===== src/hw/rtl/bpc_pkg.sv =====
// Shared types, constants and helper functions for the pressure compensation block
`timescale 1ns / 1ps
package bpc_pkg;

  // Configuration port geometry
  localparam int CFG_IDX_W  = 3;
  localparam int CFG_DATA_W = 48;

  // Register indexes
  typedef enum logic [CFG_IDX_W-1:0] {
    REG_COEF_A_S = 3'd0,
    REG_COEF_A_U = 3'd1,
    REG_COEF_B   = 3'd2,
    REG_COEF_M   = 3'd3,
    REG_OSS      = 3'd4
  } bpc_reg_idx_t;

  // Divider geometry and sideband width
  localparam int DIV_W  = 32;
  localparam int SIDE_W = 53;

  // Formula constants
  localparam logic [31:0] C_B6_OFS = 32'd4000;
  localparam logic [31:0] C_P_K1   = 32'd3038;
  localparam logic [31:0] C_P_K2   = 32'hFFFF_E343; // -7357
  localparam logic [31:0] C_P_K3   = 32'd3791;
  localparam logic [31:0] C_B7_K   = 32'd50000;
  localparam logic [31:0] C_SIGN   = 32'h8000_0000;
  localparam logic [31:0] C_B4_OFS = 32'd32768;

  typedef struct packed {
    logic [15:0] raw_temp;
    logic [18:0] raw_pressure;
  } bpc_in_t;

  typedef struct packed {
    logic signed [27:0] temp_tenths;
    logic signed [31:0] pressure_pa;
    logic               div_error;
  } bpc_out_t;

  // Decoded calibration set, already widened to 32 bits
  typedef struct packed {
    logic [31:0] ac1;
    logic [31:0] ac2;
    logic [31:0] ac3;
    logic [31:0] ac4;
    logic [31:0] ac5;
    logic [31:0] ac6;
    logic [31:0] b1;
    logic [31:0] b2;
    logic [31:0] mc;
    logic [31:0] md;
    logic [1:0]  oss;
  } bpc_coef_t;

  // Queue status towards the front
  typedef struct packed {
    logic full;
    logic empty;
  } bpc_q_stat_t;

  function automatic logic [31:0] asr32(input logic [31:0] v, input logic [4:0] s);
    logic signed [31:0] sv;
    sv = $signed(v);
    return 32'(sv >>> s);
  endfunction

  function automatic logic [31:0] sext16(input logic [15:0] v);
    return {{16{v[15]}}, v};
  endfunction

endpackage


===== src/hw/rtl/bpc_front.sv =====
// Front end: configuration registers, coefficient decode and request capture
`timescale 1ns / 1ps
module bpc_front
  import bpc_pkg::*;
(
  input  logic                  clk,
  input  logic                  rst_n,
  input  logic                  start,
  input  bpc_in_t               in_req,
  input  logic                  cfg_we,
  input  logic [CFG_IDX_W-1:0]  cfg_index,
  input  logic [CFG_DATA_W-1:0] cfg_data,
  input  bpc_q_stat_t           q_stat,
  output logic                  busy,
  output logic                  push,
  output bpc_in_t               push_item,
  output bpc_coef_t             coef
);

  logic [47:0] coef_a_s_r, coef_a_u_r;
  logic [31:0] coef_b_r, coef_m_r;
  logic [1:0]  oss_r;
  logic        cap_v_r;
  bpc_in_t     cap_item_r;

  // Write calibration registers; unknown indexes drop
  always_ff @(posedge clk) begin
    if (!rst_n) begin
      coef_a_s_r <= '0;
      coef_a_u_r <= '0;
      coef_b_r   <= '0;
      coef_m_r   <= '0;
      oss_r      <= '0;
    end else if (cfg_we) begin
      unique case (cfg_index)
        REG_COEF_A_S: coef_a_s_r <= cfg_data;
        REG_COEF_A_U: coef_a_u_r <= cfg_data;
        REG_COEF_B:   coef_b_r   <= cfg_data[31:0];
        REG_COEF_M:   coef_m_r   <= cfg_data[31:0];
        REG_OSS:      oss_r      <= cfg_data[1:0];
        default: ;
      endcase
    end
  end

  // Hold off new requests only while the queue is full
  assign busy = q_stat.full;

  // Capture the accepted request
  always_ff @(posedge clk) begin
    if (!rst_n) begin
      cap_v_r <= 1'b0;
    end else begin
      cap_v_r <= start && !busy;
    end
  end

  always_ff @(posedge clk) begin
    if (start && !busy) begin
      cap_item_r <= in_req;
    end
  end

  assign push      = cap_v_r;
  assign push_item = cap_item_r;

  // Decode the packed coefficient fields
  always_comb begin
    coef.ac1 = sext16(coef_a_s_r[47:32]);
    coef.ac2 = sext16(coef_a_s_r[31:16]);
    coef.ac3 = sext16(coef_a_s_r[15:0]);
    coef.ac4 = {16'b0, coef_a_u_r[47:32]};
    coef.ac5 = {16'b0, coef_a_u_r[31:16]};
    coef.ac6 = {16'b0, coef_a_u_r[15:0]};
    coef.b1  = sext16(coef_b_r[31:16]);
    coef.b2  = sext16(coef_b_r[15:0]);
    coef.mc  = sext16(coef_m_r[31:16]);
    coef.md  = sext16(coef_m_r[15:0]);
    coef.oss = oss_r;
  end

endmodule


===== config.mk =====
export PLATFORM = sky130hd
export DESIGN_NAME = bpc_front
export DESIGN_NICKNAME = d
export VERILOG_FILES = /design/src/hw/rtl/bpc_pkg.sv /design/src/hw/rtl/bpc_front.sv
export SDC_FILE = /design/constraint.sdc
export NUM_CORES = 1
export LEC_CHECK = 0
export ABC_CLOCK_PERIOD_IN_PS = 4260
export BUFFER_PORTS_ARGS = -buffer_cell sky130_fd_sc_hd__buf_2
export CORE_AREA = 3 3 175 177
export DETAILED_ROUTE_END_ITERATION = 7
export DIE_AREA = 0 0 178 180
export GPL_TIMING_DRIVEN = 0
export HOLD_SLACK_MARGIN = 0.1
export SETUP_SLACK_MARGIN = 0.02
export SLEW_MARGIN = 30
export SYNTH_ARGS = -nofsm -noshare
export SYNTH_HDL_FRONTEND = slang
export SYNTH_SLANG_ARGS = --single-unit
export TNS_END_PERCENT = 100

===== constraint.sdc =====
create_clock -name clk -period 4.26 [get_ports clk]
set_input_delay 0.213 -clock clk [delete_from_list [all_inputs] [get_ports clk]]
set_output_delay 0.213 -clock clk [all_outputs]
set_load 0.1 [all_outputs]

==> impl_metrics.ini <==
[clock_network]
cts.sinks = 198
clk_path_buf_depth = 2
cts_hold_buffers = 54
cts_buffers = 17
post_cts_buffers = 0
htree_levels = 4
tritoncts = built
cts_resized = 0
root_buffer = clkbuf_16
worstSkewPairLatency_ns = 0.42
cts.reportedPaths.clkPinSlew_ns = 0.09

[synth]
yosysWarnings = 0
yosys-top-cells-area = dfxtp_1 40%, mux2i_1 20%, buf_4 15%
synth_area_per_cell_um2 = 10.5
synth_area_um2 = 8220
ys_seq_area_share_pct = 52.5
yosys.area.top_type = dfxtp_1
synth-seq-cells = 198
syn_inst = 780
synth_top_cell_area_share_pct = 39.7
ys_types = 16

[floorplanning]
die_w_um = 178
io_pins = 451
die_area_um2 = 32000
start_util_pct = 27.9
die_y_um = 180
rows = 63
core_um2 = 29400

[worst_hold_path]
hold_class = input port to flop
holdPathStages = 3

[sta]
max_freq_mhz = 511
final.period_utilization_pct = 45.9
hold_viol_final = 0
max_slew_margin_pct = 53.4
tns_ns = 0
tightest_slew_ns = 0.699
finalClockSkew_ns = 0
fin_crit_ns = 1.96
rsz0062_at_grt = false
setup_viol = 0
drv_slew = 0

[run]
max_cap_viol_count = 0

[route]
wire_per_inst_um = 15.3
firstDrtPassIters = 4
drcViolationCount = 0
antenna_left = 0
vias = 6776
vias_per_cell = 3.98
drt-total-wl_um = 26000
drtIter0Drc = 194

[power]
leakage_nw = 6.75
ir_drop_uv = 230
power_density_nw_per_um2 = 403

[placement]
hpwl_um = 19800
place_inst = 1618
numPortBuffers = 400
place_congestion = 0.767
placed_cell_area_um2 = 10900

[setup_path]
critical_path_class = flop to output port
path_cells = buf_4, buf_2
start_kind = flop
critical_path.max_stage_delay_ns = 0.69
crit_arrival_ns = 1.74
reg2reg_depth = 2
crit_fanout = 18
end_kind = output port
worst-path-stages = 2
critPathTopFamily = flip-flops
cp.required_ns = 4.05
crit_slowest_cell = dfxtp_1
critical_path_buf_inv_count = 2

[final_layout]
fin_nets = 1393
final_cells = 1704
syn_to_final_growth_pct = 47.2
drive_gt1_share_pct = 46.8
final_area_um2 = 12100
antenna_cells = 0
num-fill-cells = 2931

[global_routing]
grt_usage_pct = 15.6
grt_pass1_vias = 6583
grt_pass1_wl_um = 38800
grt_max_degree = 24
antenna_found_initial = 1
grt_overflow = 0

[run_status]
status = finished, final reports clean
## worst paths after layout
check	start	end	slack [ns]
setup / recovery	coef_m_r[15]	coef[21]	2.30
hold / removal	cfg_data[8]	coef_a_u_r[8]	0.12
setup reg to reg	coef_b_r[15]	coef_b_r[15]	3.26
hold reg to reg	coef_a_s_r[35]	coef_a_s_r[35]	0.46
## Yosys cell counts
cell / n
nand2_1: 210
nand4bb_1: 2
buf_2: 13
and4bb_2: 1
conb_1: 1
nor4b_2: 1
and2_1: 1
buf_1: 4
nand4b_1: 1
edfxtp_1: 35
mux2i_1: 162
buf_4: 163
nor2b_1: 1
buf_6: 4
clkbuf_1: 18
dfxtp_1: 163
## cell families (layout without fill, tap and decap cells)
logic type    Yosys count  in the layout  synth area share, %
buf+inv               202            689                 17.2
flops                 198            198                 52.5
mux                   162            162                 19.7
other cells             1             48               0.0456
simple gates          217            217                 10.5
## worst reg2reg max path, delay by kind of cell, from the launching register on
family           cells  cell delay [ns]
flip-flops           1             0.69
multiplexers         1             0.14
AND/OR/NAND/NOR      1             0.10
## layout by cell type (no fill, tap or decap), drive strengths merged, types with 2 or more instances in the layout
cell and n:
clkbuf 37, dlygate4sd3 54, nand4bb 2, edfxtp 35
conb 48, inv 6, nand2 210, mux2i 162
clkinv 6, buf 585, dfxtp 163
## metal layers
metal  vias up  GRT usage [%]  part of all wire, %  routed length, µm
met2       229           28.0                   51              13200
met3        18           3.99                  7.0               1830
met5         -              0                0.050                 13
met4         2           3.02                 0.79                205
li1       3382              -                    -                  -
met1      3145           18.7                   41              10800
## sequential cells by signal (all words and copies together), names as in the netlist
name        flops
coef_a_s_r     48
coef_a_u_r     48
coef_b_r       32
coef_m_r       32
oss_r           2
push            1
push_item      35
## where the power goes
group          switching (mW)  total, mW  internal, mW
clock network           0.836       1.72         0.887
logic                   0.939       1.16         0.217
registers              0.0277       1.99          1.96
total                    1.80       4.87          3.06
## area by class of cell
cell class | count | area [µm²] | share of cell area [%]
well taps | 390 | 488 | 4.04
plain buffers | 202 | 1420 | 11.7
clock buffers | 19 | 454 | 3.76
repair buffers | 455 | 2570 | 21.3
multi-input cells | 427 | 2670 | 22.1
flip-flops and latches | 198 | 4310 | 35.7
clock inverters | 13 | 180 | 1.49
## per-stage QoR
step / worst slack, ns / hold slack (ns) / utilization [%] / power (mW)
after floorplan: 2.01 / 0.312 / - / 2.97
after global placement: 1.20 / 0.390 / 37.0 / 3.15
after detailed placement: 2.52 / 0.392 / 37.1 / 3.15
after CTS: 2.25 / 0.102 / 41.1 / 4.93
after global routing: 2.11 / 0.109 / 41.1 / 5.04
final: 2.30 / 0.120 / 41.1 / 4.87
(Power assumes the default switching activity.)
