**src/hw/rtl/bpc_pkg.sv**
```systemverilog
// Shared types, constants and helper functions for the pressure compensation block
`timescale 1ns / 1ps
package bpc_pkg;

  // Configuration port geometry
  localparam int CFG_IDX_W  = 3;
  localparam int CFG_DATA_W = 48;

  // Register indexes
  typedef enum logic [CFG_IDX_W-1:0] {
    REG_COEF_A_S = 3'd0,
    REG_COEF_A_U = 3'd1,
    REG_COEF_B   = 3'd2,
    REG_COEF_M   = 3'd3,
    REG_OSS      = 3'd4
  } bpc_reg_idx_t;

  // Divider geometry and sideband width
  localparam int DIV_W  = 32;
  localparam int SIDE_W = 53;

  // Formula constants
  localparam logic [31:0] C_B6_OFS = 32'd4000;
  localparam logic [31:0] C_P_K1   = 32'd3038;
  localparam logic [31:0] C_P_K2   = 32'hFFFF_E343; // -7357
  localparam logic [31:0] C_P_K3   = 32'd3791;
  localparam logic [31:0] C_B7_K   = 32'd50000;
  localparam logic [31:0] C_SIGN   = 32'h8000_0000;
  localparam logic [31:0] C_B4_OFS = 32'd32768;

  typedef struct packed {
    logic [15:0] raw_temp;
    logic [18:0] raw_pressure;
  } bpc_in_t;

  typedef struct packed {
    logic signed [27:0] temp_tenths;
    logic signed [31:0] pressure_pa;
    logic               div_error;
  } bpc_out_t;

  // Decoded calibration set, already widened to 32 bits
  typedef struct packed {
    logic [31:0] ac1;
    logic [31:0] ac2;
    logic [31:0] ac3;
    logic [31:0] ac4;
    logic [31:0] ac5;
    logic [31:0] ac6;
    logic [31:0] b1;
    logic [31:0] b2;
    logic [31:0] mc;
    logic [31:0] md;
    logic [1:0]  oss;
  } bpc_coef_t;

  // Queue status towards the front
  typedef struct packed {
    logic full;
    logic empty;
  } bpc_q_stat_t;

  function automatic logic [31:0] asr32(input logic [31:0] v, input logic [4:0] s);
    logic signed [31:0] sv;
    sv = $signed(v);
    return 32'(sv >>> s);
  endfunction

  function automatic logic [31:0] sext16(input logic [15:0] v);
    return {{16{v[15]}}, v};
  endfunction

endpackage

```
**src/hw/rtl/bpc_queue.sv**
```systemverilog
// Two-entry request queue between front and back
`timescale 1ns / 1ps
module bpc_queue
  import bpc_pkg::*;
(
  input  logic        clk,
  input  logic        rst_n,
  input  logic        push,
  input  bpc_in_t     push_item,
  input  logic        pop,
  output logic        pop_v,
  output bpc_in_t     pop_item,
  output bpc_q_stat_t q_stat
);

  bpc_in_t    mem_r [0:1];
  logic       wr_r, rd_r;
  logic [1:0] cnt_r, cnt_nxt;
  logic       do_pop;

  assign do_pop       = pop && (cnt_r != 2'd0);
  assign pop_v        = cnt_r != 2'd0;
  assign pop_item     = mem_r[rd_r];
  assign q_stat.full  = cnt_r == 2'd2;
  assign q_stat.empty = cnt_r == 2'd0;

  always_comb begin
    cnt_nxt = cnt_r;
    if (push && !do_pop) cnt_nxt = cnt_r + 2'd1;
    else if (!push && do_pop) cnt_nxt = cnt_r - 2'd1;
  end

  // Advance pointers and count
  always_ff @(posedge clk) begin
    if (!rst_n) begin
      wr_r  <= 1'b0;
      rd_r  <= 1'b0;
      cnt_r <= 2'd0;
    end else begin
      if (push) wr_r <= ~wr_r;
      if (do_pop) rd_r <= ~rd_r;
      cnt_r <= cnt_nxt;
    end
  end

  always_ff @(posedge clk) begin
    if (push) mem_r[wr_r] <= push_item;
  end

  a_no_overflow: assert property (@(posedge clk) disable iff (!rst_n)
    (cnt_r == 2'd2) |-> !(push && !do_pop))
    else $error("request queue overflow");
  a_cnt_range: assert property (@(posedge clk) disable iff (!rst_n)
    cnt_r != 2'd3)
    else $error("request queue count out of range");
  a_pop_drains: assert property (@(posedge clk) disable iff (!rst_n)
    (pop && cnt_r == 2'd1 && !push) |=> q_stat.empty)
    else $error("request queue failed to drain");

endmodule

```
**config.mk**
```make
export PLATFORM = sky130hd
export DESIGN_NAME = bpc_queue
export DESIGN_NICKNAME = d
export VERILOG_FILES = /design/src/hw/rtl/bpc_pkg.sv /design/src/hw/rtl/bpc_queue.sv
export SDC_FILE = /design/constraint.sdc
export NUM_CORES = 1
export LEC_CHECK = 0
export ABC_CLOCK_PERIOD_IN_PS = 2400
export BUFFER_PORTS_ARGS = -buffer_cell sky130_fd_sc_hd__buf_2
export CAP_MARGIN = 20
export CORE_MARGIN = 2
export CORE_UTILIZATION = 25
export DETAILED_ROUTE_END_ITERATION = 8
export GPL_TIMING_DRIVEN = 0
export PLACE_DENSITY = 0.5
export SKIP_CTS_REPAIR_TIMING = 1
export SLEW_MARGIN = 0
export SYNTH_ARGS = -nofsm -noshare
export SYNTH_HDL_FRONTEND = slang
export SYNTH_SLANG_ARGS = --single-unit
```
**constraint.sdc**
```tcl
create_clock -name clk -period 2.4 [get_ports clk]
set_input_delay 0.48 -clock clk [delete_from_list [all_inputs] [get_ports clk]]
set_output_delay 0.48 -clock clk [all_outputs]
set_load 0.005 [all_outputs]
```
==> out/results.tsv <==
stage	metric	value	unit
outcome	status	finished clean	
global_routing	grt_max_degree	21	
setup_path	regToRegSetupSlack	970	ps
sta	maxSlewViolCount	0	
drt	drt_iter0_drc	23	
finish	fin_nets	261	
place	hpwl	3.409	mm
sta	tightest_slew	566.2	ps
global_routing	grt_pass1_vias	1530	
sta	setup_viol	0	
finish	syn_to_final_growth	30.43	%
drt	routed_via_density	3.953	
flow_run	cap_violations	0	
sta	post-route-min-period	2137	ps
setup_path	path_cells	buf_2, buf_2, mux2_2, buf_2	
clock_network	numCtsBuffers	9	
die	core_region_area	10790	sq um
logic_synthesis	synth-xor-area-share	0.009580	
drt	vias	1443	
logic_synthesis	ys.warnings.count	0	
power	p_leak	1.335	nW
clock_network	path_clk_slew	70	ps
global_routing	grt.overflow.total	0	
die	die_h	108.7	um
global_routing	grt_pass1_wl	7.452	mm
logic_synthesis	synth-adder-area-share	0.004562	
setup_path	required	1920	ps
die	die_w	108.7	um
setup_path	path_common_cell	buf_2	
setup_path	crit_arrival	1660	ps
clock_network	cts_buffer_depth	2	
logic_synthesis	synth_most_common_cell	edfxtp_1	
logic_synthesis	synth.top_cell.area_share	0.7664	
logic_synthesis	synth_edf_count	70	
clock_network	clkSinkCount	75	
logic_synthesis	syn_nets	172	
logic_synthesis	async_flop_share	0	
logic_synthesis	synth.mux.area_fraction	0.1437	
clock_network	htreeDepth	3	
clock_network	cts_tree	built	
setup_path	max_stage_delay	370	ps
logic_synthesis	synth_common_cells	70 x edfxtp_1, 35 x mux2_2, 5 x dfxtp_1, 4 x and2_1	
place	port_buffers	76	
drt	routed_wirelength	4.984	mm
sta	max_freq	467.9	MHz
drt	antenna_left	0	
logic_synthesis	synth-compound-area-share	0.009124	
place	dp.cells	350	
logic_synthesis	syn_inst	132	
sta	post-route-period-util	0.8905	
global_routing	antenna_found_initial	0	
sta	hold_viol_final	0	
logic_synthesis	yosys-top-cells-area	edfxtp_1 77%, mux2_2 14%, dfxtp_1 3.6%	
setup_path	crit_path_start_kind	flop	
setup_path	reg2reg_depth	4	
place	gp_congestion	0.5879	
logic_synthesis	ys_seq_area_frac	0.8029	
die	floorplan.rows	38	
finish	antenna-diode-count	0	
die	dieArea	11820	sq um
clock_network	root_buffer	clkbuf_8	
setup_path	crit_path_max_fanout	10	
logic_synthesis	ys_ff_latch	75	
finish	fill_cells	1092	
setup_path	critPathKind	flop to output port	
setup_path	end_kind	output port	
die	ios	77	
sta	fin_worst_hold_slack	328.0	ps
logic_synthesis	syn-cell-area	2743	sq um
logic_synthesis	synth_ff_type	edfxtp_1	
power	p_per_area	964.4	nW/um^2
sta	fin_skew	5.219	ps
worst_hold_path	min_to	mem_r[0][4]	
logic_synthesis	synth_top_family_by_area	multiplexers	
sta	slew_headroom	0.6217	
global_routing	grt_usage	0.08805	
worst_hold_path	hp-start	push_item[4]	
setup_path	r2r-end	cnt_r[1]	
logic_synthesis	synth_top_area_cell	edfxtp_1	
setup_path	r2r_start	cnt_r[0]	
worst_hold_path	hp-class	primary input to flop	
clock_network	insertion_delay	340	ps
logic_synthesis	syn_area_per_cell	20.78	sq um
drt	dr.pass1.iters	4	
drt	wl_per_cell	13.65	um
logic_synthesis	ys_types	17	
finish	drive_gt1_frac	0.5956	
logic_synthesis	synth-simple-area-share	0.02053	
drt	drc	0	
power	irDropWorstVdd	0.0004004	V
die	start_util	0.2541	
sta	rsz0062_at_grt	no	
worst_hold_path	min_delay_path_depth	1	
setup_path	cp_slowest_cell	mux2_2	
finish	final_cells	365	
[layout by cell type, fill, tap and decap left out, drive strengths merged]
cell type	n
clkinv	1
o21a	1
xor2	1
nor2b	3
a21boi	1
clkinvlp	1
or3	1
xnor2	2
inv	1
buf	82
bufinv	3
ha	1
or2	1
and2	4
mux2	35
clkbuf	10
dfxtp	5
o21ai	2
edfxtp	70
[metal layers]
| layer | vias to the layer above | part of all wire | track usage |
|---|---|---|---|
| met5 | - | 0 | 0 |
| met4 | 0 | 0.016 | 0.04396 |
| met3 | 9 | 0.062 | 0.03288 |
| met2 | 52 | 0.49 | 0.1487 |
| met1 | 696 | 0.43 | 0.09734 |
| li1 | 686 | - | - |
[sequential cells by signal (all words and copies together), names as in the netlist, named ones only]
register,flops
cnt_r,2
wr_r,1
rd_r,1
mem_r,70
[worst max-delay path, delay by kind of cell, from the launching register on]
| family | cells | cell delay [ps] |
|---|---|---|
| multiplexers | 1 | 370 |
| buffers and inverters | 3 | 650 |
| flip-flops | 1 | 300 |
[layout make-up]
cell class	count	area, sq um	share of cell area
Tap cell	140	175.2	0.04897
Clock inverter	5	102.6	0.02868
Clock buffer	10	127.6	0.03568
Inverter	1	3.754	0.001049
Sequential cell	75	2202	0.6156
Multi-Input combinational cell	52	523.0	0.1462
Buffer	4	22.52	0.006296
Timing Repair Buffer	78	420.4	0.1175
[kinds of logic (layout without fill, tap and decap cells)]
kind of cell / after synthesis / in the layout
adder cells (fa/ha/maj): 1 / 1
flip-flops: 75 / 75
buffers and inverters: 5 / 98
AO/OA/AOI/OAI: 4 / 4
XOR/XNOR: 3 / 3
multiplexers: 35 / 35
AND/OR/NAND/NOR: 9 / 9
[worst max-delay path by stage]
stage	startpoint	end	cells after the start
2_1_floorplan	push	mem_r[0][0]	1
3_3_place_gp	push	mem_r[0][21]	2
3_5_place_dp	flop	pop_item[17]	4
4_1_cts	flop	pop_item[22]	4
5_1_grt	flop	pop_item[22]	4
6_report	flop	pop_item[22]	4
[power breakdown]
part           total [mW]  internal, mW  leakage (nW)  switching [mW]
Clock                1.13         0.684         0.112           0.443
Combinational       0.758         0.424         0.525           0.334
Sequential           1.57          1.53         0.698          0.0366
Total                3.45          2.64          1.34           0.814
[per-stage QoR]
| stage | power [mW] | cell area (sq um) | setup TNS [ps] | worst slack (ps) | util |
|---|---|---|---|---|---|
| 6_report | 3.450 | 3577 | 0 | 262.8 | 0.3314 |
| 5_1_grt | 3.644 | 3577 | 0 | 116.2 | 0.3314 |
| 4_1_cts | 3.536 | 3577 | 0 | 169.1 | 0.3314 |
| 3_5_place_dp | 2.382 | 3347 | 0 | 562.0 | 0.3101 |
| 3_3_place_gp | 2.363 | 3301 | -13490 | -290.0 | 0.3058 |
| 2_1_floorplan | 2.052 | 2745 | 0 | 544.4 | - |
No activity file was read; power rests on OpenSTA's default activity.
